### src/design/rms_pkg.sv
`timescale 1ns / 1ps
// shared types, constants and helpers of the reward modulated stdp synapse
// no dependencies

package rms_pkg;

    localparam int W_BITS   = 8;                      // synaptic weight
    localparam int T_BITS   = 32;                     // spike tick
    localparam int TR_BITS  = 7;                      // eligibility trace
    localparam int RW_BITS  = 16;                     // reward amount
    localparam int SC_BITS  = 16;                     // reward scale
    localparam int WIN_BITS = 8;                      // stdp window
    localparam int OP_BITS  = 3;
    localparam int SUM_W    = W_BITS + 2;             // weight plus a limited step
    localparam int PROD_W   = TR_BITS + 1 + RW_BITS;  // signed trace times reward
    localparam int DIV_W    = PROD_W;                 // dividend magnitude
    localparam int DCNT_W   = $clog2(DIV_W + 1);
    localparam int LIM_BITS = 5;
    localparam logic [LIM_BITS-1:0] STEP_LIMIT = 5'd16;

    localparam int ADDR_W = 5;
    localparam int DATA_W = 32;

    typedef enum logic [OP_BITS-1:0] {
        OP_INIT   = 3'd0,
        OP_MARK   = 3'd1,
        OP_STDP   = 3'd2,
        OP_DECAY  = 3'd3,
        OP_REWARD = 3'd4
    } t_op;

    typedef enum logic [2:0] {
        REG_WMIN  = 3'd0,
        REG_WMAX  = 3'd1,
        REG_WIN   = 3'd2,
        REG_EMAX  = 3'd3,
        REG_EDEC  = 3'd4,
        REG_SCALE = 3'd5
    } t_reg;

    typedef struct packed {
        logic signed [W_BITS-1:0] wmin;
        logic signed [W_BITS-1:0] wmax;
        logic [WIN_BITS-1:0]      win;
        logic [TR_BITS-1:0]       emax;
        logic [TR_BITS-1:0]       edec;
        logic [SC_BITS-1:0]       scale;
    } t_cfg;

    // controller to datapath
    typedef struct packed {
        logic load_in;
        logic calc_diff;
        logic eval;
        logic exec;
        logic mul;
        logic div_start;
        logic rew_apply;
        logic push;
    } t_dp_cmd;

    // datapath to controller
    typedef struct packed {
        logic rew_go;
        logic div_done;
    } t_dp_stat;

    // lower limit tested first: with crossed limits a value below it gets the lower limit, any other the upper
    function automatic logic signed [W_BITS-1:0] f_clamp(
        input logic signed [SUM_W-1:0]  w,
        input logic signed [W_BITS-1:0] lo,
        input logic signed [W_BITS-1:0] hi
    );
        logic signed [SUM_W-1:0] lo_x;
        logic signed [SUM_W-1:0] hi_x;
        lo_x = SUM_W'(lo);
        hi_x = SUM_W'(hi);
        if (w < lo_x) begin
            return lo;
        end else if (w > hi_x) begin
            return hi;
        end
        return w[W_BITS-1:0];
    endfunction

endpackage

### src/design/reward_modulated_stdp_synapse_core.sv
`timescale 1ns / 1ps
// a word passes the states diff, eval and exec, and for an effective reward mul, div, wait and apply,
// then done pushes the output word; no new word is taken before that push (serial divider, 24 steps)
// the output register holds a finished word while the next input word is taken
// reset: synchronous active low; weight 0, trace 0, plastic set, registers to defaults
// depends on rms_pkg, rms_regs, rms_ctrl, rms_dp and rms_div

module reward_modulated_stdp_synapse_core (
    input  logic                                i_clk,
    input  logic                                i_rst_n,
    // configuration port
    input  logic                                psel,
    input  logic                                penable,
    input  logic                                pwrite,
    input  logic [rms_pkg::ADDR_W-1:0]          paddr,
    input  logic [rms_pkg::DATA_W-1:0]          pwdata,
    output logic [rms_pkg::DATA_W-1:0]          prdata,
    output logic                                pready,
    // input words
    input  logic                                i_in_valid,
    output logic                                o_in_ready,
    input  logic [rms_pkg::OP_BITS-1:0]         i_op,
    input  logic signed [rms_pkg::T_BITS-1:0]   i_pre_time,
    input  logic signed [rms_pkg::T_BITS-1:0]   i_post_time,
    input  logic signed [rms_pkg::RW_BITS-1:0]  i_reward_amount,
    input  logic signed [rms_pkg::W_BITS-1:0]   i_init_weight,
    input  logic                                i_init_plastic,
    // output words
    output logic                                o_out_valid,
    input  logic                                i_out_ready,
    output logic signed [rms_pkg::W_BITS-1:0]   o_weight_out,
    output logic [rms_pkg::TR_BITS-1:0]         o_trace_out
);
    import rms_pkg::*;

    t_cfg     cfg;
    t_dp_cmd  cmd;
    t_dp_stat stat;

    // register accesses never wait
    assign pready = 1'b1;

    // weight limits, stdp window, trace settings and reward divisor
    rms_regs u_regs (
        .i_clk   (i_clk),
        .i_rst_n (i_rst_n),
        .psel    (psel),
        .penable (penable),
        .pwrite  (pwrite),
        .paddr   (paddr),
        .pwdata  (pwdata),
        .prdata  (prdata),
        .o_cfg   (cfg)
    );

    // sequencer: latch word, take spike difference, test window, update state,
    // then for an effective reward multiply, divide and apply the limited step
    rms_ctrl u_ctrl (
        .i_clk       (i_clk),
        .i_rst_n     (i_rst_n),
        .i_in_valid  (i_in_valid),
        .o_in_ready  (o_in_ready),
        .o_out_valid (o_out_valid),
        .i_out_ready (i_out_ready),
        .i_stat      (stat),
        .o_cmd       (cmd)
    );

    // weight, trace and plastic flag live here, with the serial divider
    rms_dp u_dp (
        .i_clk           (i_clk),
        .i_rst_n         (i_rst_n),
        .i_cfg           (cfg),
        .i_cmd           (cmd),
        .o_stat          (stat),
        .i_op            (i_op),
        .i_pre_time      (i_pre_time),
        .i_post_time     (i_post_time),
        .i_reward_amount (i_reward_amount),
        .i_init_weight   (i_init_weight),
        .i_init_plastic  (i_init_plastic),
        .o_weight_out    (o_weight_out),
        .o_trace_out     (o_trace_out)
    );

endmodule

### src/design/rms_regs.sv
`timescale 1ns / 1ps
// apb configuration registers of the synapse
// depends on rms_pkg

module rms_regs (
    input  logic                        i_clk,
    input  logic                        i_rst_n,
    input  logic                        psel,
    input  logic                        penable,
    input  logic                        pwrite,
    input  logic [rms_pkg::ADDR_W-1:0]  paddr,
    input  logic [rms_pkg::DATA_W-1:0]  pwdata,
    output logic [rms_pkg::DATA_W-1:0]  prdata,
    output rms_pkg::t_cfg               o_cfg
);
    import rms_pkg::*;

    t_cfg        r_cfg;
    logic        wr_en;
    logic [2:0]  reg_idx;

    assign wr_en   = psel && penable && pwrite;
    assign reg_idx = paddr[ADDR_W-1:2];
    assign o_cfg   = r_cfg;

    always_ff @(posedge i_clk) begin
        if (!i_rst_n) begin
            r_cfg.wmin  <= -8'sd127;
            r_cfg.wmax  <= 8'sd127;
            r_cfg.win   <= 8'd20;
            r_cfg.emax  <= 7'd100;
            r_cfg.edec  <= 7'd1;
            r_cfg.scale <= 16'd100;
        end else if (wr_en) begin
            unique case (reg_idx)
                REG_WMIN:  r_cfg.wmin  <= pwdata[W_BITS-1:0];
                REG_WMAX:  r_cfg.wmax  <= pwdata[W_BITS-1:0];
                REG_WIN:   r_cfg.win   <= pwdata[WIN_BITS-1:0];
                REG_EMAX:  r_cfg.emax  <= pwdata[TR_BITS-1:0];
                REG_EDEC:  r_cfg.edec  <= pwdata[TR_BITS-1:0];
                REG_SCALE: r_cfg.scale <= pwdata[SC_BITS-1:0];
                default: ;
            endcase
        end
    end

    always_comb begin
        unique case (reg_idx)
            REG_WMIN:  prdata = DATA_W'($unsigned(r_cfg.wmin));
            REG_WMAX:  prdata = DATA_W'($unsigned(r_cfg.wmax));
            REG_WIN:   prdata = DATA_W'(r_cfg.win);
            REG_EMAX:  prdata = DATA_W'(r_cfg.emax);
            REG_EDEC:  prdata = DATA_W'(r_cfg.edec);
            REG_SCALE: prdata = DATA_W'(r_cfg.scale);
            default:   prdata = '0;
        endcase
    end

endmodule

### src/design/rms_div.sv
`timescale 1ns / 1ps
// serial restoring divider, one quotient bit per cycle
// depends on rms_pkg

module rms_div (
    input  logic                         i_clk,
    input  logic                         i_rst_n,
    input  logic                         i_start,
    input  logic [rms_pkg::DIV_W-1:0]    i_dividend,
    input  logic [rms_pkg::SC_BITS-1:0]  i_divisor,
    output logic                         o_done,
    output logic [rms_pkg::DIV_W-1:0]    o_quot
);
    import rms_pkg::*;

    logic [DCNT_W-1:0]  r_cnt;
    logic               r_done;
    logic [SC_BITS-1:0] r_rem;
    logic [DIV_W-1:0]   r_quot;
    logic [SC_BITS-1:0] r_dvs;

    logic [SC_BITS:0]   rem_sh;
    logic [SC_BITS:0]   rem_sub;
    logic               ge;
    logic [SC_BITS-1:0] n_rem;
    logic [DIV_W-1:0]   n_quot;

    always_comb begin
        rem_sh  = {r_rem, r_quot[DIV_W-1]};
        rem_sub = rem_sh - {1'b0, r_dvs};
        ge      = (rem_sh >= {1'b0, r_dvs});
        n_rem   = ge ? rem_sub[SC_BITS-1:0] : rem_sh[SC_BITS-1:0];
        n_quot  = {r_quot[DIV_W-2:0], ge};
    end

    always_ff @(posedge i_clk) begin
        if (!i_rst_n) begin
            r_cnt  <= '0;
            r_done <= 1'b0;
        end else begin
            r_done <= 1'b0;
            if (i_start) begin
                r_cnt  <= DCNT_W'(DIV_W);
                r_rem  <= '0;
                r_quot <= i_dividend;
                r_dvs  <= i_divisor;
            end else if (r_cnt != '0) begin
                r_rem  <= n_rem;
                r_quot <= n_quot;
                r_cnt  <= r_cnt - DCNT_W'(1);
                if (r_cnt == DCNT_W'(1)) begin
                    r_done <= 1'b1;
                end
            end
        end
    end

    assign o_done = r_done;
    assign o_quot = r_quot;

endmodule

### src/design/rms_dp.sv
`timescale 1ns / 1ps
// synapse datapath: input word, spike timing, state, reward product and output word
// depends on rms_pkg and rms_div

module rms_dp (
    input  logic                                i_clk,
    input  logic                                i_rst_n,
    input  rms_pkg::t_cfg                       i_cfg,
    input  rms_pkg::t_dp_cmd                    i_cmd,
    output rms_pkg::t_dp_stat                   o_stat,
    input  logic [rms_pkg::OP_BITS-1:0]         i_op,
    input  logic signed [rms_pkg::T_BITS-1:0]   i_pre_time,
    input  logic signed [rms_pkg::T_BITS-1:0]   i_post_time,
    input  logic signed [rms_pkg::RW_BITS-1:0]  i_reward_amount,
    input  logic signed [rms_pkg::W_BITS-1:0]   i_init_weight,
    input  logic                                i_init_plastic,
    output logic signed [rms_pkg::W_BITS-1:0]   o_weight_out,
    output logic [rms_pkg::TR_BITS-1:0]         o_trace_out
);
    import rms_pkg::*;

    // latched input word
    logic [OP_BITS-1:0]         r_op;
    logic [T_BITS-1:0]          r_pre;
    logic [T_BITS-1:0]          r_post;
    logic signed [RW_BITS-1:0]  r_rew;
    logic signed [W_BITS-1:0]   r_iw;
    logic                       r_ip;

    // timing terms
    logic [T_BITS-1:0]          r_diff;
    logic                       r_in_win;
    logic                       r_pos;
    logic                       r_step;

    // synapse state
    logic signed [W_BITS-1:0]   r_weight;
    logic [TR_BITS-1:0]         r_trace;
    logic                       r_plastic;

    logic signed [PROD_W-1:0]   r_prod;
    logic signed [W_BITS-1:0]   r_out_w;
    logic [TR_BITS-1:0]         r_out_t;

    logic [T_BITS-1:0]          mag;
    logic                       in_win;
    logic [WIN_BITS:0]          win_gap;
    logic                       step_one;

    logic signed [SUM_W-1:0]    w_ext;
    logic signed [SUM_W-1:0]    stdp_sum;
    logic signed [SUM_W-1:0]    lim_x;
    logic signed [SUM_W-1:0]    delta;
    logic [LIM_BITS-1:0]        lim;
    logic [TR_BITS-1:0]         decayed;

    logic signed [W_BITS-1:0]   n_weight;
    logic [TR_BITS-1:0]         n_trace;
    logic                       n_plastic;

    logic [DIV_W-1:0]           prod_mag;
    logic [SC_BITS-1:0]         divisor;
    logic                       div_done;
    logic [DIV_W-1:0]           quot;

    // magnitude of the wrapped difference; the most negative value stays out of range
    always_comb begin
        mag      = r_diff[T_BITS-1] ? (T_BITS'(0) - r_diff) : r_diff;
        in_win   = (mag != '0) && (mag <= T_BITS'(i_cfg.win));
        win_gap  = {1'b0, i_cfg.win} - {1'b0, mag[WIN_BITS-1:0]};
        // 2*(window-|d|)/window is one exactly when 2*(window-|d|) >= window
        step_one = ({win_gap, 1'b0} >= (WIN_BITS + 2)'(i_cfg.win));
    end

    assign prod_mag = r_prod[PROD_W-1] ? DIV_W'(-r_prod) : DIV_W'(r_prod);
    assign divisor  = (i_cfg.scale == '0) ? SC_BITS'(1) : i_cfg.scale;

    rms_div u_div (
        .i_clk      (i_clk),
        .i_rst_n    (i_rst_n),
        .i_start    (i_cmd.div_start),
        .i_dividend (prod_mag),
        .i_divisor  (divisor),
        .o_done     (div_done),
        .o_quot     (quot)
    );

    always_comb begin
        w_ext    = SUM_W'(r_weight);
        stdp_sum = w_ext;
        if (r_step) begin
            stdp_sum = r_pos ? (w_ext + SUM_W'(1)) : (w_ext - SUM_W'(1));
        end
        decayed = (r_trace > i_cfg.edec) ? (r_trace - i_cfg.edec) : '0;

        lim   = (quot > DIV_W'(STEP_LIMIT)) ? STEP_LIMIT : quot[LIM_BITS-1:0];
        lim_x = signed'(SUM_W'(lim));
        delta = r_prod[PROD_W-1] ? -lim_x : lim_x;

        n_weight  = r_weight;
        n_trace   = r_trace;
        n_plastic = r_plastic;
        if (i_cmd.exec) begin
            case (r_op)
                OP_INIT: begin
                    n_weight  = f_clamp(SUM_W'(r_iw), i_cfg.wmin, i_cfg.wmax);
                    n_plastic = r_ip;
                    n_trace   = '0;
                end
                OP_MARK: begin
                    if (r_plastic && r_pos && r_in_win) begin
                        n_trace = i_cfg.emax;
                    end
                end
                OP_STDP: begin
                    if (r_plastic && r_in_win) begin
                        n_weight = f_clamp(stdp_sum, i_cfg.wmin, i_cfg.wmax);
                    end
                end
                OP_DECAY: n_trace = decayed;
                default: ;
            endcase
        end else if (i_cmd.rew_apply) begin
            n_weight = f_clamp(w_ext + delta, i_cfg.wmin, i_cfg.wmax);
            n_trace  = '0;
        end
    end

    always_ff @(posedge i_clk) begin
        if (i_cmd.load_in) begin
            r_op   <= i_op;
            r_pre  <= i_pre_time;
            r_post <= i_post_time;
            r_rew  <= i_reward_amount;
            r_iw   <= i_init_weight;
            r_ip   <= i_init_plastic;
        end
        if (i_cmd.calc_diff) begin
            r_diff <= r_post - r_pre;
        end
        if (i_cmd.eval) begin
            r_in_win <= in_win;
            r_pos    <= !r_diff[T_BITS-1] && (r_diff != '0);
            r_step   <= step_one;
        end
        if (i_cmd.mul) begin
            r_prod <= $signed({1'b0, r_trace}) * r_rew;
        end
        if (i_cmd.push) begin
            r_out_w <= r_weight;
            r_out_t <= r_trace;
        end
    end

    always_ff @(posedge i_clk) begin
        if (!i_rst_n) begin
            r_weight  <= '0;
            r_trace   <= '0;
            r_plastic <= 1'b1;
        end else begin
            r_weight  <= n_weight;
            r_trace   <= n_trace;
            r_plastic <= n_plastic;
        end
    end

    assign o_stat.rew_go   = (r_op == OP_REWARD) && r_plastic && (r_trace != '0);
    assign o_stat.div_done = div_done;
    assign o_weight_out    = r_out_w;
    assign o_trace_out     = r_out_t;

endmodule

### src/design/rms_ctrl.sv
`timescale 1ns / 1ps
// sequencing state machine and output word handshake
// depends on rms_pkg

module rms_ctrl (
    input  logic                i_clk,
    input  logic                i_rst_n,
    input  logic                i_in_valid,
    output logic                o_in_ready,
    output logic                o_out_valid,
    input  logic                i_out_ready,
    input  rms_pkg::t_dp_stat   i_stat,
    output rms_pkg::t_dp_cmd    o_cmd
);
    import rms_pkg::*;

    typedef enum logic [3:0] {
        S_IDLE,
        S_DIFF,
        S_EVAL,
        S_EXEC,
        S_MUL,
        S_DIV,
        S_WAIT,
        S_APPLY,
        S_DONE
    } t_state;

    t_state r_state;
    logic   r_out_valid;
    logic   push;

    assign push = (r_state == S_DONE) && (!r_out_valid || i_out_ready);

    always_comb begin
        o_cmd           = '0;
        o_cmd.load_in   = (r_state == S_IDLE) && i_in_valid;
        o_cmd.calc_diff = (r_state == S_DIFF);
        o_cmd.eval      = (r_state == S_EVAL);
        o_cmd.exec      = (r_state == S_EXEC);
        o_cmd.mul       = (r_state == S_MUL);
        o_cmd.div_start = (r_state == S_DIV);
        o_cmd.rew_apply = (r_state == S_APPLY);
        o_cmd.push      = push;
    end

    always_ff @(posedge i_clk) begin
        if (!i_rst_n) begin
            r_state     <= S_IDLE;
            r_out_valid <= 1'b0;
        end else begin
            if (push) begin
                r_out_valid <= 1'b1;
            end else if (i_out_ready) begin
                r_out_valid <= 1'b0;
            end
            unique case (r_state)
                S_IDLE: begin
                    if (i_in_valid) begin
                        r_state <= S_DIFF;
                    end
                end
                S_DIFF:  r_state <= S_EVAL;
                S_EVAL:  r_state <= S_EXEC;
                S_EXEC:  r_state <= i_stat.rew_go ? S_MUL : S_DONE;
                S_MUL:   r_state <= S_DIV;
                S_DIV:   r_state <= S_WAIT;
                S_WAIT: begin
                    if (i_stat.div_done) begin
                        r_state <= S_APPLY;
                    end
                end
                S_APPLY: r_state <= S_DONE;
                S_DONE: begin
                    if (push) begin
                        r_state <= S_IDLE;
                    end
                end
                default: r_state <= S_IDLE;
            endcase
        end
    end

    assign o_in_ready  = (r_state == S_IDLE);
    assign o_out_valid = r_out_valid;

endmodule
### config.mk
export PLATFORM = sky130hd
export DESIGN_NAME = reward_modulated_stdp_synapse_core
export DESIGN_NICKNAME = d
export VERILOG_FILES = /design/src/design/rms_pkg.sv /design/src/design/reward_modulated_stdp_synapse_core.sv /design/src/design/rms_regs.sv /design/src/design/rms_div.sv /design/src/design/rms_dp.sv /design/src/design/rms_ctrl.sv
export SDC_FILE = /design/constraint.sdc
export NUM_CORES = 1
export LEC_CHECK = 0
export BUFFER_PORTS_ARGS = -buffer_cell sky130_fd_sc_hd__buf_4
export CORE_MARGIN = 5
export CORE_UTILIZATION = 54
export DETAILED_ROUTE_END_ITERATION = 10
export HOLD_SLACK_MARGIN = 0.02
export PLACE_DENSITY = 0.83
export SLEW_MARGIN = 30
export SYNTH_ARGS = -nofsm -noshare
export SYNTH_HDL_FRONTEND = slang
export SYNTH_HIERARCHICAL = 1
export SYNTH_SLANG_ARGS = --single-unit
### constraint.sdc
create_clock -name i_clk -period 14.8 [get_ports i_clk]
set_input_delay 1.48 -clock i_clk [delete_from_list [all_inputs] [get_ports i_clk]]
set_output_delay 1.48 -clock i_clk [all_outputs]
set_load 0.01 [all_outputs]
---- Yosys cells after proc, flatten, opt, wreduce, memory -nomap -nowiden ----
Index checks and enable logic that the tools add are counted.
word-level totals
  bits in registers ....................... 303
  bits of input ports ..................... 136
  logic and storage cells ................. 171
cells by class
  $add $sub $neg .......................... 11
  $mul .................................... 1
  order comparisons ....................... 11
  eq/ne operators ......................... 25
  multiplexer cells ....................... 52
  bitwise gates (word level) .............. 2
  reduce and logical (&&, ||, !) cells .... 39
operator list
  kind                                                  count
  two-way mux 8 bit                                     12
  one-hot mux 16 bit (6 select lines)                   1
  two-way mux 24 bit                                    3
  nonzero test 32 bit                                   2
  one-hot mux 4 bit (9 select lines)                    1
  <= comparator 32 x 8 -> 1 bit                         1
  two-way mux 16 bit                                    2
  two-way mux 32 bit                                    1
  subtractor 1 x 32 -> 32 bit (first input constant)    1
  subtractor 32 bit                                     1
  two-way mux 10 bit                                    3
  two-way mux 7 bit                                     4
  > comparator 24 x 5 -> 1 bit (second input constant)  1
  multiplier 8 x 16 -> 24 bit                           1
  negation 24 bit                                       1
  one-hot mux 7 bit (3 select lines)                    1
  > comparator 10 x 8 -> 1 bit                          2
  < comparator 10 x 8 -> 1 bit                          2
  AND reduction 2 bit                                   9
  >= comparator 17 x 16 -> 1 bit                        1
  equality test 4 x 3 -> 1 bit (second input constant)  4
  zero test 16 bit                                      1
  two-way mux 1 bit                                     16
  two-way mux 4 bit                                     4
  other kinds (38)                                      66

---- Logic depth before layout (Yosys ltp) ----
Gate-level depths: netlist (run 1).
  depth after elaboration ................. 13
  mapped depth ............................ 25

---- Modules after synthesis ----
Netlist (run 1), hierarchy kept.
by module, submodules not included
  module                              times used  cells each  area an instance (µm²)  seq. area each (µm²)
  rms_dp                              1           1698        16535.9                 5305.1
  rms_div                             1           310         3580.9                  1801.7
  rms_regs                            1           292         2670.1                  1081.0
  rms_ctrl                            1           36          321.6                   100.1
  reward_modulated_stdp_synapse_core  1           2           11.3                    0.0

---- Worst setup path before layout (run 1) ----
Ideal clock, no wire load.
  path kind ............................... flip-flop to flip-flop
  start ................................... register u_dp.u_div.r_quot[0] (netlist: u_dp/u_div/o_quot[0])
  end ..................................... register u_dp.r_weight[5]
  setup time .............................. 0.125 ns
  data arrival time ....................... 5.359 ns
  slack ................................... 9.316 ns
  cell stages (with the launch flop) ...... 25
  path buffers ............................ 0
  period minus slack after synthesis ...... 5.484 ns
  cell sequence ........................... edfxtp_1 > nor4_1 > nor2b_1 > nor3_1 > nand2_1 > ha_1 > nand2_1 > o21ai_0 > ha_1 > a21o_1 > a21oi_1 > o21ai_0 > o41ai_1 > o21bai_1 > a21oi_1 > xnor2_1 > ha_1 > inv_1 > a2111oi_0 > o21ai_0 > o21ai_1 > nor2_1 > a211oi_1 > a211oi_1 > o41a_1
on the way
  word-level cells in the longest chain between the ends .. 13
  elaborated cells on any way between the ends .. 15
  classes of those cells .................. 2 x add/sub; 3 x order compare; 10 x mux
RTL lines
  item                          RTL line       source
  start, declared               rms_div.sv:19  logic [DIV_W-1:0] r_quot;
  start signal, assigned        rms_div.sv:45  r_quot <= i_dividend;
  start signal, assigned        rms_div.sv:49  r_quot <= n_quot;
  > comparator 24 x 5 -> 1 bit  rms_dp.sv:96   lim = (quot > DIV_W'(STEP_LIMIT)) ? STEP_LIMIT : quot[LIM_BITS-1:0];
  two-way mux 5 bit (*)         rms_dp.sv:96
  negation 5 -> 10 bit          rms_dp.sv:98   delta = r_prod[PROD_W-1] ? -lim_x : lim_x;
  two-way mux 10 bit (*)        rms_dp.sv:98
  adder 8 x 10 -> 10 bit (*)    rms_dp.sv:124  n_weight = f_clamp(w_ext + delta, i_cfg.wmin, i_cfg.wmax);
  > comparator 10 x 8 -> 1 bit  rms_pkg.sv:80  end else if (w > hi_x) begin
  two-way mux 1 bit             rms_pkg.sv:80
  two-way mux 1 bit             rms_pkg.sv:78  if (w < lo_x) begin
  two-way mux 1 bit             rms_dp.sv:123  end else if (i_cmd.rew_apply) begin
  two-way mux 1 bit             rms_dp.sv:103  if (i_cmd.exec) begin
  two-way mux 8 bit (*)         rms_pkg.sv:83  return w[W_BITS-1:0];
  two-way mux 8 bit (*)         rms_dp.sv:123
  two-way mux 8 bit (*)         rms_dp.sv:103
  end signal, assigned          rms_dp.sv:161  r_weight <= n_weight;
  end, declared                 rms_dp.sv:37   logic signed [W_BITS-1:0] r_weight;
Mark *: on every way between the ends. The rest lies on a longest branch, timed or not. The select of a mux whose other input is x is not followed.
A chain may end at the register's enable or synchronous reset.

---- Final worst setup path (run 1) ----
Ends and elaborated chain as after synthesis.

==> results.py, run 1 <==
metrics = {
    "yosys": {
        "yosysSeqAreaShare": 0.3585,
        "syn_avg_cell_area_sq_um": 9.889,
        "ys_ff_latch": 303,
        "synth_warnings": 6,
        "synth_cells": 2338,
        "yosysUniqueCellTypes": 105,
        "synth_ff_type": "edfxtp_1",
        "syn_area_sq_um": 23120,
        "synthArstFlopShare": 0,
        "synth-edff-count": 222,
    },
    "die": {
        "dieHeight_microns": 216.9,
        "fp.dieArea_sq_um": 47050,
        "start_util": 0.5487,
        "fp.dieW_microns": 216.9,
        "ios": 186,
        "placementRows": 75,
        "core-area_sq_um": 42130,
    },
    "worst_hold_path": {
        "min_path_cells": 1,
        "hp-class": "reg -> reg",
        "min_from": "u_dp/u_div/r_cnt[4]$_SDFFE_PN0N_",
        "worstHoldEndpoint": "u_dp/u_div/o_done$_SDFF_PP0_",
    },
    "clock_tree": {
        "post_cts_resized": 0,
        "cts_setup_buffers": 0,
        "ctsHoldBuffers": 0,
        "cts.sinks": 303,
        "cts-buffers-inserted": 35,
        "tritoncts": "done",
        "insertion_delay_ps": 550,
        "cts_root_buffer": "clkbuf_16",
        "cts_max_level": 2,
        "cts_max_path_buffers": 3,
        "clk_pin_slew_worst_paths_ps": 60,
    },
    "setup_path": {
        "critPathLaunch": "u_dp/u_div/o_quot[0]$_DFFE_PP_",
        "end_kind": "register",
        "critPathKind": "reg -> reg",
        "cp.required_ps": 15240,
        "rr_startpoint": "u_dp/u_div/o_quot[0]$_DFFE_PP_",
        "reg2reg_to": "u_dp/r_weight[5]$_SDFFE_PN0P_",
        "cp.arrival_ps": 6690,
        "cp-start-kind": "register",
        "reg2regPathDepth": 24,
        "ff2ff_setup_slack_ps": 8540,
        "critical_path.max_fanout": 10,
    },
    "run": {
        "cap_violations": 0,
    },
    "drt": {
        "viasPerCell": 5.951,
        "drtIter0Drc": 1290,
        "drc": 0,
        "routedWlPerCell_microns": 18.33,
        "vias": 17971,
        "wirelength_microns": 55370,
        "dr.pass1.iters": 5,
        "ant_nets": 0,
    },
    "place": {
        "io_buffers": 150,
        "place.gp.congestion": 0.9534,
        "hpwlAfterDp_microns": 42070,
    },
    "sta": {
        "rsz0062_at_grt": "no",
        "finalMaxSlewViolations": 0,
        "maxSlewHeadroom": 0.3821,
        "worst_clock_skew_ps": 21.10,
        "max_freq_mhz": 159.8,
        "finalSetupViolations": 0,
        "worstMarginPinSlew_ps": 921.3,
        "fin_tns_setup_ps": 0,
        "finalCriticalPeriod_ps": 6256,
        "finalHoldViolCount": 0,
        "fin_crit_sh": 0.4227,
    },
    "global_route": {
        "grt_max_degree": 84,
        "antenna_found_initial": 3,
        "overflow": 0,
        "grtUsageTotal": 0.2334,
        "grt_pass1_vias": 18173,
        "grt_pass1_wl_microns": 90980,
    },
    "power": {
        "vdd_drop_max_mv": 0.1019,
        "power_density_nw_per_um2": 105.8,
        "leakage_nw": 11.18,
    },
    "cells_and_area": {
        "final_layout_size_suffix_gt1_frac": 0.1213,
        "diodes": 0,
        "area_delta_synth_final_pct": 11.38,
        "final_core_util": 0.6111,
        "nNetsFinal": 2882,
    },
    "outcome": {
        "status": "complete, no violations",
    },
}
[stage by stage]
stage | power (W) | worst slack, ps | std cells | cell area, sq um | hold WS [ps]
after floorplan | 0.001672 | 9316 | 2353 | 23180 | 406.4
after global placement | 0.001817 | 8652 | 2956 | 24580 | 457.3
after detailed placement | 0.001855 | 8470 | 2956 | 24580 | 460.8
after CTS | 0.002737 | 8407 | 3020 | 25730 | 470.4
after global routing | 0.002871 | 8061 | 3020 | 25750 | 494.0
final | 0.002724 | 8544 | 3020 | 25750 | 468.8
[cell usage in the layout, fill, tap and decap left out, types with 23 or more instances in the layout]
master	n
inv_1	268
edfxtp_1	222
ha_1	200
nand2_1	192
buf_4	162
a21oi_1	104
o21ai_0	104
and2_1	94
fa_1	92
nor2_1	86
dfxtp_1	81
xnor2_1	80
mux2i_1	72
nor3_1	42
nand3_1	41
clkbuf_16	36
a21o_1	35
mux2_2	33
nor2b_1	30
nand2b_1	29
xor2_1	29
o211ai_1	28
a211oi_1	24
o31ai_1	23
[worst max-delay path, cell delays in order (launching register included)]
cell	delay (ps)
edfxtp_1	460
nor4_1	480
nor2b_1	120
nor3_1	390
nand2_1	130
ha_1	300
nand2_1	60
o21ai_0	150
ha_1	320
a21o_1	170
a21oi_1	220
o21ai_0	190
o41ai_1	530
o21bai_1	130
a21oi_1	210
xnor2_1	130
ha_1	300
inv_1	50
a2111oi_0	330
o21ai_0	170
o21ai_2	510
nor2_1	80
a211oi_1	200
a211oi_1	80
o41a_1	430
[cells in the mapped netlist, types with 6 or more instances]
cell type / n / area [sq um]
nand3_1: 41 / 205.2
nor2b_1: 31 / 193.9
nand3b_1: 6 / 45.04
inv_1: 268 / 1006
o21a_1: 22 / 165.2
a31oi_1: 14 / 87.58
a21o_1: 35 / 262.8
a211o_1: 10 / 87.58
xor2_1: 29 / 254.0
or2_2: 8 / 50.05
o2111ai_1: 9 / 78.83
o21ai_0: 104 / 520.5
a21oi_1: 104 / 520.5
and2_1: 95 / 594.3
nand2b_1: 29 / 181.4
mux2i_1: 72 / 720.7
nor2_1: 87 / 326.6
o21ai_1: 8 / 40.04
o31ai_1: 23 / 172.7
fa_1: 92 / 1842
edfxtp_1: 222 / 6666
a211oi_1: 24 / 180.2
ha_1: 200 / 2502
or4_1: 9 / 67.56
a311oi_1: 10 / 87.58
nand4_1: 16 / 100.1
dfxtp_1: 81 / 1622
xnor2_1: 80 / 700.7
a21boi_0: 8 / 60.06
a2111oi_0: 9 / 78.83
clkbuf_1: 56 / 210.2
buf_4: 26 / 195.2
o21bai_1: 11 / 82.58
nor4_1: 18 / 112.6
nand2_1: 192 / 720.7
or3_1: 18 / 112.6
o221ai_1: 7 / 61.31
buf_2: 10 / 50.05
nor3_1: 44 / 220.2
o211ai_1: 28 / 210.2
and3_1: 22 / 137.6
mux2_2: 33 / 371.6
[cell families (layout without fill, tap and decap cells)]
logic type	after synthesis	count (layout)	synth area share
simple gates	656	656	0.1501
compound gates	503	503	0.1488
buf+inv	368	496	0.06581
flops	303	303	0.3585
fa+ha+maj	292	292	0.1879
xor+xnor	109	109	0.04129
mux	105	105	0.04725
other cells	2	17	0.0003248
[layer usage]
metal | global-route usage | part of all wire
met2 | 0.3894 | 0.47
met5 | 0 | 0.00098
met1 | 0.3074 | 0.43
met3 | 0.03724 | 0.065
met4 | 0.09248 | 0.039
[state kept, by name, summed over array words and instances (netlist names)]
signal and flops:
u_dp/r_post 32, u_dp/o_trace_out 7, u_dp/u_div/o_done 1, u_dp/r_trace 7, u_dp/r_prod 24, u_dp/r_weight 8
u_ctrl/o_out_valid 1, u_dp/r_step 1, u_dp/u_div/r_rem 16, u_dp/r_op 3, u_dp/r_in_win 1, u_dp/r_diff 32
u_dp/r_plastic 1, u_dp/r_rew 16, u_dp/u_div/o_quot 24, u_dp/r_pos 1, u_dp/r_ip 1, u_ctrl/r_state 4
u_dp/u_div/r_cnt 5, u_dp/r_iw 8, u_dp/u_div/r_dvs 16, u_dp/o_weight_out 8, u_dp/r_pre 32, u_regs/o_cfg 54
[how the worst max path moves through the flow]
stage | endpoint | slack [ps] | depth (start not counted)
floorplan | u_dp/r_weight[5]$_SDFFE_PN0P_ | 9320 | 24
global placement | u_dp/r_weight[5]$_SDFFE_PN0P_ | 8650 | 24
detailed placement | u_dp/r_weight[5]$_SDFFE_PN0P_ | 8470 | 24
CTS | u_dp/r_weight[5]$_SDFFE_PN0P_ | 8410 | 24
global route | u_dp/r_weight[5]$_SDFFE_PN0P_ | 8060 | 24
finish | u_dp/r_weight[5]$_SDFFE_PN0P_ | 8540 | 24
[power breakdown]
group / switching, W / internal [W] / total [W]
logic: 0.000413 / 0.000304 / 0.000718
clock network: 0.000356 / 0.000517 / 0.000873
registers: 0.0000786 / 0.00105 / 0.00113
total: 0.000848 / 0.00188 / 0.00272
[layout make-up]
type                            instances  area (sq um)
Clock buffer                           46         968.4
Clock inverter                         18         185.2
Fill cell                            3298         16380
Inverter                              269          1010
Multi-Input combinational cell       1682         13400
Sequential cell                       303          8288
Tap cell                              539         674.4
Timing Repair Buffer                  163          1227
No activity file was read; power rests on OpenSTA's default activity.
==> run 2, diff against run 1 <==
--- a/config.mk
+++ b/config.mk
@@ -10,7 +10,7 @@
 export CORE_UTILIZATION = 54
 export DETAILED_ROUTE_END_ITERATION = 10
 export HOLD_SLACK_MARGIN = 0.02
-export PLACE_DENSITY = 0.83
+export PLACE_DENSITY = 0.86
 export SLEW_MARGIN = 30
 export SYNTH_ARGS = -nofsm -noshare
 export SYNTH_HDL_FRONTEND = slang
==> constraint.sdc (replaced) <==
create_clock -name i_clk -period 5.2 [get_ports i_clk]
set_input_delay 0.52 -clock i_clk [delete_from_list [all_inputs] [get_ports i_clk]]
set_output_delay 0.52 -clock i_clk [all_outputs]
set_load 0.01 [all_outputs]
==> run 2 against run 1 <==
Against the previous run: clock-buffer cell count increased by 2; via count up 1.2%; sequential power grew to 2.9 times the previous value; largest cell class unchanged; sequential share of layout area down 0.64 points; die area is the same; cell count rose by 1.6%; flip-flop and latch count is the same; setup slack got worse by 8400 ps; register-to-register slack worse by 8400 ps.
==> results.py, run 2 (same netlist as run 1, synthesis figures left out) <==
metrics = {
    "setup_path": {
        "path_buf_inv": 4,
        "end_kind": "register",
        "reg2regPathDepth": 24,
        "critical_path.max_fanout": 4,
        "max_stage_delay_ps": 420,
        "path_delay_family": "compound AO/OA/AOI/OAI gates",
        "cp.required_ps": 5590,
        "cp-start-kind": "register",
        "ff2ff_setup_slack_ps": 110,
        "endpoint": "u_dp/r_weight[7]$_SDFFE_PN0P_",
        "cp.arrival_ps": 5480,
        "rr_startpoint": "u_dp/u_div/o_quot[3]$_DFFE_PP_",
        "cp_slowest_cell": "edfxtp_1",
        "path_depth": 24,
        "reg2reg_to": "u_dp/r_weight[7]$_SDFFE_PN0P_",
        "crit_chain": "nor4_4, nor2b_2, nor3_4, nand2_2, ha_2, and2_4, ha_4, inv_1, mux2i_1, ha_1, buf_4, inv_1, o21ai_1, a21oi_1, o21bai_1, xor2_1, ha_1, a2111oi_4, o21ai_2, o21ai_4, buf_6, mux2_2, mux2i_1, a211oi_1",
        "critPathKind": "reg -> reg",
        "critPathLaunch": "u_dp/u_div/o_quot[3]$_DFFE_PP_",
    },
    "clock_tree": {
        "tritoncts": "done",
        "cts_max_level": 2,
        "insertion_delay_ps": 540,
        "cts_root_buffer": "clkbuf_16",
        "cts-buffers-inserted": 36,
        "cts.sinks": 303,
        "ctsHoldBuffers": 0,
        "cts_max_path_buffers": 3,
        "clk_pin_slew_worst_paths_ps": 60,
    },
    "global_route": {
        "grt_pass1_vias": 18296,
        "grtUsageTotal": 0.2399,
        "grt_max_degree": 71,
        "overflow": 0,
        "grt_pass1_wl_microns": 92890,
        "antenna_found_initial": 3,
    },
    "die": {
        "core-area_sq_um": 42130,
        "ios": 186,
        "dieHeight_microns": 216.9,
        "fp.dieW_microns": 216.9,
        "placementRows": 75,
        "start_util": 0.5487,
        "fp.dieArea_sq_um": 47050,
    },
    "place": {
        "place.gp.congestion": 0.9570,
        "hpwlAfterDp_microns": 43960,
        "io_buffers": 150,
    },
    "sta": {
        "finalHoldViolCount": 0,
        "finalSetupViolations": 0,
        "worstMarginPinSlew_ps": 967.2,
        "finalCriticalPeriod_ps": 5093,
        "fin_crit_sh": 0.9794,
        "finalMaxSlewViolations": 0,
        "worst_clock_skew_ps": 19.28,
        "max_freq_mhz": 196.4,
        "fin_tns_setup_ps": 0,
        "maxSlewHeadroom": 0.3552,
        "rsz0062_at_grt": "yes",
    },
    "cells_and_area": {
        "diodes": 0,
        "nNetsFinal": 2930,
        "final_layout_size_suffix_gt1_frac": 0.1495,
        "layout_commonest_cell": "inv_1",
        "final-seq-area_sq_um": 8292,
        "mostFrequentLayoutCells": "inv_1, edfxtp_1, buf_4",
        "final_core_util": 0.6238,
        "area_delta_synth_final_pct": 13.69,
        "multi_input_area_sq_um": 13580,
        "fill_cells": 3233,
        "largest_reg_flops": 54,
    },
    "drt": {
        "vias": 18183,
        "dr.pass1.iters": 6,
        "viasPerCell": 5.929,
        "wirelength_microns": 57220,
        "routedWlPerCell_microns": 18.66,
        "drc": 0,
        "drtIter0Drc": 1543,
        "ant_nets": 0,
    },
    "run": {
        "cap_violations": 0,
    },
    "outcome": {
        "status": "complete, no violations",
    },
    "worst_hold_path": {
        "hp-class": "in -> reg",
    },
    "power": {
        "leakage_nw": 11.45,
        "vdd_drop_max_mv": 0.2845,
        "power_density_nw_per_um2": 296.7,
    },
}
-- run 2: where the power goes --
group	total, W	internal (W)	switching (W)	leakage, nW
combinational	0.00212	0.000907	0.00121	8.16
sequential	0.00323	0.00300	0.000225	2.73
clock	0.00245	0.00148	0.000972	0.559
total	0.00780	0.00539	0.00241	11.4
-- run 2: cell type report --
type                    count  area share
multi-input cells        1682      0.5168
flip-flops and latches    303      0.3155
repair buffers            210     0.06026
inverters                 269     0.03841
clock buffers              48     0.03756
well taps                 539     0.02566
clock inverters            16    0.005855
-- run 2: timing repair --
| action | in CTS | in global routing |
|---|---|---|
| endpoints found under the setup margin | 8 | 10 |
| pin swaps | 7 | 36 |
| buffers inserted | 4 | 9 |
| resized for setup | 13 | 33 |
-- run 2: worst register-to-register path, cell delays in order (launching register included) --
cell,delay [ps]
edfxtp_1,420
nor4_4,340
nor2b_2,100
nor3_4,260
nand2_2,90
ha_2,180
and2_4,170
ha_4,220
inv_1,40
mux2i_1,60
ha_1,350
buf_4,140
inv_1,50
o21ai_1,200
a21oi_1,110
o21bai_1,240
xor2_1,260
ha_1,320
a2111oi_4,320
o21ai_2,120
o21ai_4,240
buf_6,150
mux2_2,330
mux2i_1,140
a211oi_1,90
-- run 2: stage by stage --
stage,hold slack (ps),cell area [sq um],setup slack [ps],total power (W),instances
after floorplan,406.4,23190,31.55,0.004759,2353
after global placement,453.8,24850,-11.51,0.005213,2990
after detailed placement,468.0,24850,-191.7,0.005310,2990
after CTS,120.5,26080,14.14,0.007798,3058
after global routing,132.9,26290,-102.7,0.008204,3067
final,160.0,26290,107.1,0.007799,3067
-- run 2: layer usage --
layer / GRT usage / vias up / share of wire
met3: 0.04294 / 169 / 0.066
met4: 0.09164 / 6 / 0.037
met5: 0 / - / 0.00084
met2: 0.4018 / 688 / 0.47
met1: 0.3130 / 8691 / 0.42
li1: - / 8629 / -
-- run 2: worst min-delay path by stage --
stage                                             from                       endpoint  slack [ps]  depth (start not counted)
after floorplan           u_dp/r_trace[0]$_SDFFE_PN0P_  u_dp/o_trace_out[0]$_DFFE_PP_         410                          0
after global placement             u_dp/r_ip$_DFFE_PP_    u_dp/r_plastic$_SDFFE_PN1P_         450                          2
after detailed placement  u_regs/o_cfg[2]$_SDFFE_PN1P_  u_dp/u_div/r_dvs[2]$_DFFE_PP_         470                          0
after CTS                                      i_op[2]         u_dp/r_op[2]$_DFFE_PP_         120                          1
after global routing                   i_post_time[10]      u_dp/r_post[10]$_DFFE_PP_         130                          1
final                                          i_op[2]         u_dp/r_op[2]$_DFFE_PP_         160                          1
==> run 3, diff against run 2 <==
==> constraint.sdc (replaced) <==
create_clock -name i_clk -period 5.2 [get_ports i_clk]
set_input_delay 0 -clock i_clk [delete_from_list [all_inputs] [get_ports i_clk]]
set_output_delay 0 -clock i_clk [all_outputs]
set_load 0.01 [all_outputs]
==> run 3 against run 2 <==
Against the previous run: die area unchanged; highest routed layer unchanged; non-clock buffer count grew 117; design area grew 4.7%.
==> results.py, run 3 (same netlist as run 1, synthesis figures left out) <==
metrics = {
    "die": {
        "placementRows": 75,
        "fp.dieArea_sq_um": 47050,
        "start_util": 0.5487,
        "fp.dieW_microns": 216.9,
        "dieHeight_microns": 216.9,
        "ios": 186,
        "core-area_sq_um": 42130,
    },
    "drt": {
        "viasPerCell": 5.947,
        "drtIter0Drc": 1506,
        "m1WireLength_microns": 24780,
        "dr.pass1.iters": 6,
        "vias": 18936,
        "dr_wl_met2_microns": 29730,
        "routed.top_layer": "met5",
        "drc": 0,
        "dr_wl_met3_microns": 4302,
        "ant_nets": 0,
        "routedWlPerCell_microns": 19.25,
        "wirelength_microns": 61280,
    },
    "cells_and_area": {
        "layout_commonest_cell": "inv_1",
        "diodes": 0,
        "mostFrequentLayoutCells": "inv_1, edfxtp_1, buf_4, ha_1, nand2_1",
        "nNetsFinal": 3047,
        "stdcell_area_sq_um": 27510,
        "largest_reg_flops": 54,
        "final_layout_size_suffix_gt1_frac": 0.1410,
        "area_delta_synth_final_pct": 19.00,
    },
    "sta": {
        "fin_tns_setup_ps": 0,
        "max_freq_mhz": 194.0,
        "worst_clock_skew_ps": 16.14,
        "fin_crit_sh": 0.9915,
        "finalHoldViolCount": 0,
        "rsz0062_at_grt": "yes",
        "finalCriticalPeriod_ps": 5156,
        "worstMarginPinSlew_ps": 951.7,
        "maxSlewHeadroom": 0.3627,
        "finalMaxSlewViolations": 0,
        "finalSetupViolations": 0,
    },
    "worst_hold_path": {
        "worstHoldEndpoint": "u_regs/o_cfg[10]$_SDFFE_PN0P_",
        "min_from": "paddr[4]",
        "hp-class": "in -> reg",
        "min_path_cells": 4,
    },
    "run": {
        "cap_violations": 0,
    },
    "clock_tree": {
        "insertion_delay_ps": 550,
        "clk_pin_slew_worst_paths_ps": 60,
        "cts_root_buffer": "clkbuf_16",
        "tritoncts": "done",
        "cts_max_level": 2,
        "cts-buffers-inserted": 36,
        "cts_max_path_buffers": 3,
        "cts.sinks": 303,
    },
    "setup_path": {
        "cp.required_ps": 5590,
        "ff2ff_setup_slack_ps": 40,
        "critical_path.max_fanout": 4,
        "end_kind": "register",
        "rr_startpoint": "u_dp/u_div/o_quot[23]$_DFFE_PP_",
        "reg2reg_to": "u_dp/r_weight[7]$_SDFFE_PN0P_",
        "critPathKind": "reg -> reg",
        "cp.arrival_ps": 5550,
        "reg2regPathDepth": 25,
        "cp-start-kind": "register",
    },
    "place": {
        "io_buffers": 150,
        "hpwlAfterDp_microns": 43540,
        "placed_cell_area_sq_um": 24810,
        "place.gp.congestion": 0.9792,
    },
    "power": {
        "leakage_nw": 11.92,
        "vdd_drop_max_mv": 0.3016,
        "power_density_nw_per_um2": 288.7,
    },
    "global_route": {
        "grt_pass1_vias": 19534,
        "overflow": 0,
        "grt_pass1_wl_microns": 99260,
        "grt_max_degree": 67,
        "grtUsageTotal": 0.2564,
        "antenna_found_initial": 1,
    },
    "outcome": {
        "status": "complete, no violations",
    },
}
run 3: cell type report:
cell class,count,area (sq um)
Fill cell,3093,14620
Multi-Input combinational cell,1682,13580
Sequential cell,303,8292
Timing Repair Buffer,327,2798
Clock buffer,49,1054
Inverter,269,1010
Tap cell,539,674.4
Clock inverter,15,107.6
run 3: metrics by stage:
| step | hold slack (ps) | setup WS, ps | util | power (W) | std cells |
|---|---|---|---|---|---|
| floorplan | 61.94 | 31.55 | - | 0.004759 | 2353 |
| global placement | 177.8 | 90.94 | 0.5887 | 0.005191 | 2984 |
| detailed placement | 179.3 | -367.3 | 0.5887 | 0.005301 | 2984 |
| CTS | 83.61 | -4.327 | 0.6491 | 0.007887 | 3181 |
| global route | 133.0 | -218.5 | 0.6529 | 0.008329 | 3184 |
| finish | 126.4 | 44.04 | 0.6529 | 0.007943 | 3184 |
run 3: critical path, stage by stage (launching register included):
cell	delay, ps
edfxtp_1	390
nor4_1	350
nand2_2	150
nor3_4	240
nand2_1	110
ha_2	210
and2_4	150
ha_4	260
inv_2	20
mux2i_1	130
ha_1	280
nand2_1	110
o21ai_2	90
o41ai_2	280
o21bai_1	120
a21oi_1	190
xnor2_1	180
ha_1	300
and3_4	180
nand4_1	130
o21ai_1	110
o21ai_2	300
buf_6	170
mux2_4	300
mux2i_2	170
a211oi_2	90
run 3: worst max path at each step:
stage / startpoint / endpoint / slack [ps] / cells past startpoint
3_3_place_gp: u_dp/u_div/o_quot[0]$_DFFE_PP_ / u_dp/r_weight[5]$_SDFFE_PN0P_ / 90 / 24
2_1_floorplan: u_dp/u_div/o_quot[0]$_DFFE_PP_ / u_dp/r_weight[5]$_SDFFE_PN0P_ / 30 / 24
6_report: u_dp/u_div/o_quot[23]$_DFFE_PP_ / u_dp/r_weight[7]$_SDFFE_PN0P_ / 40 / 25
5_1_grt: u_dp/u_div/o_quot[23]$_DFFE_PP_ / u_dp/r_weight[7]$_SDFFE_PN0P_ / -220 / 25
4_1_cts: u_dp/u_div/o_quot[3]$_DFFE_PP_ / u_dp/r_weight[5]$_SDFFE_PN0P_ / -4 / 25
3_5_place_dp: u_dp/u_div/o_quot[0]$_DFFE_PP_ / u_dp/r_weight[5]$_SDFFE_PN0P_ / -370 / 24
run 3: timing repair:
item | CTS | global route
hold endpoints to repair | 159 | 0
gates resized for setup | 16 | 31
pin swaps | 15 | 30
buffers inserted | 7 | 2
hold buffers | 126 | 0
endpoints found under the setup margin | 8 | 9
run 3: routing by layer:
metal | global-route usage | up-vias
met5 | 0 | -
met4 | 0.1072 | 2
met3 | 0.04086 | 166
met2 | 0.4418 | 828
met1 | 0.3230 | 9086
li1 | - | 8854
run 3: where the power goes:
part | internal [W] | total, W | switching, W
clock | 0.00147 | 0.00248 | 0.00101
combinational | 0.000976 | 0.00223 | 0.00125
sequential | 0.00300 | 0.00323 | 0.000231
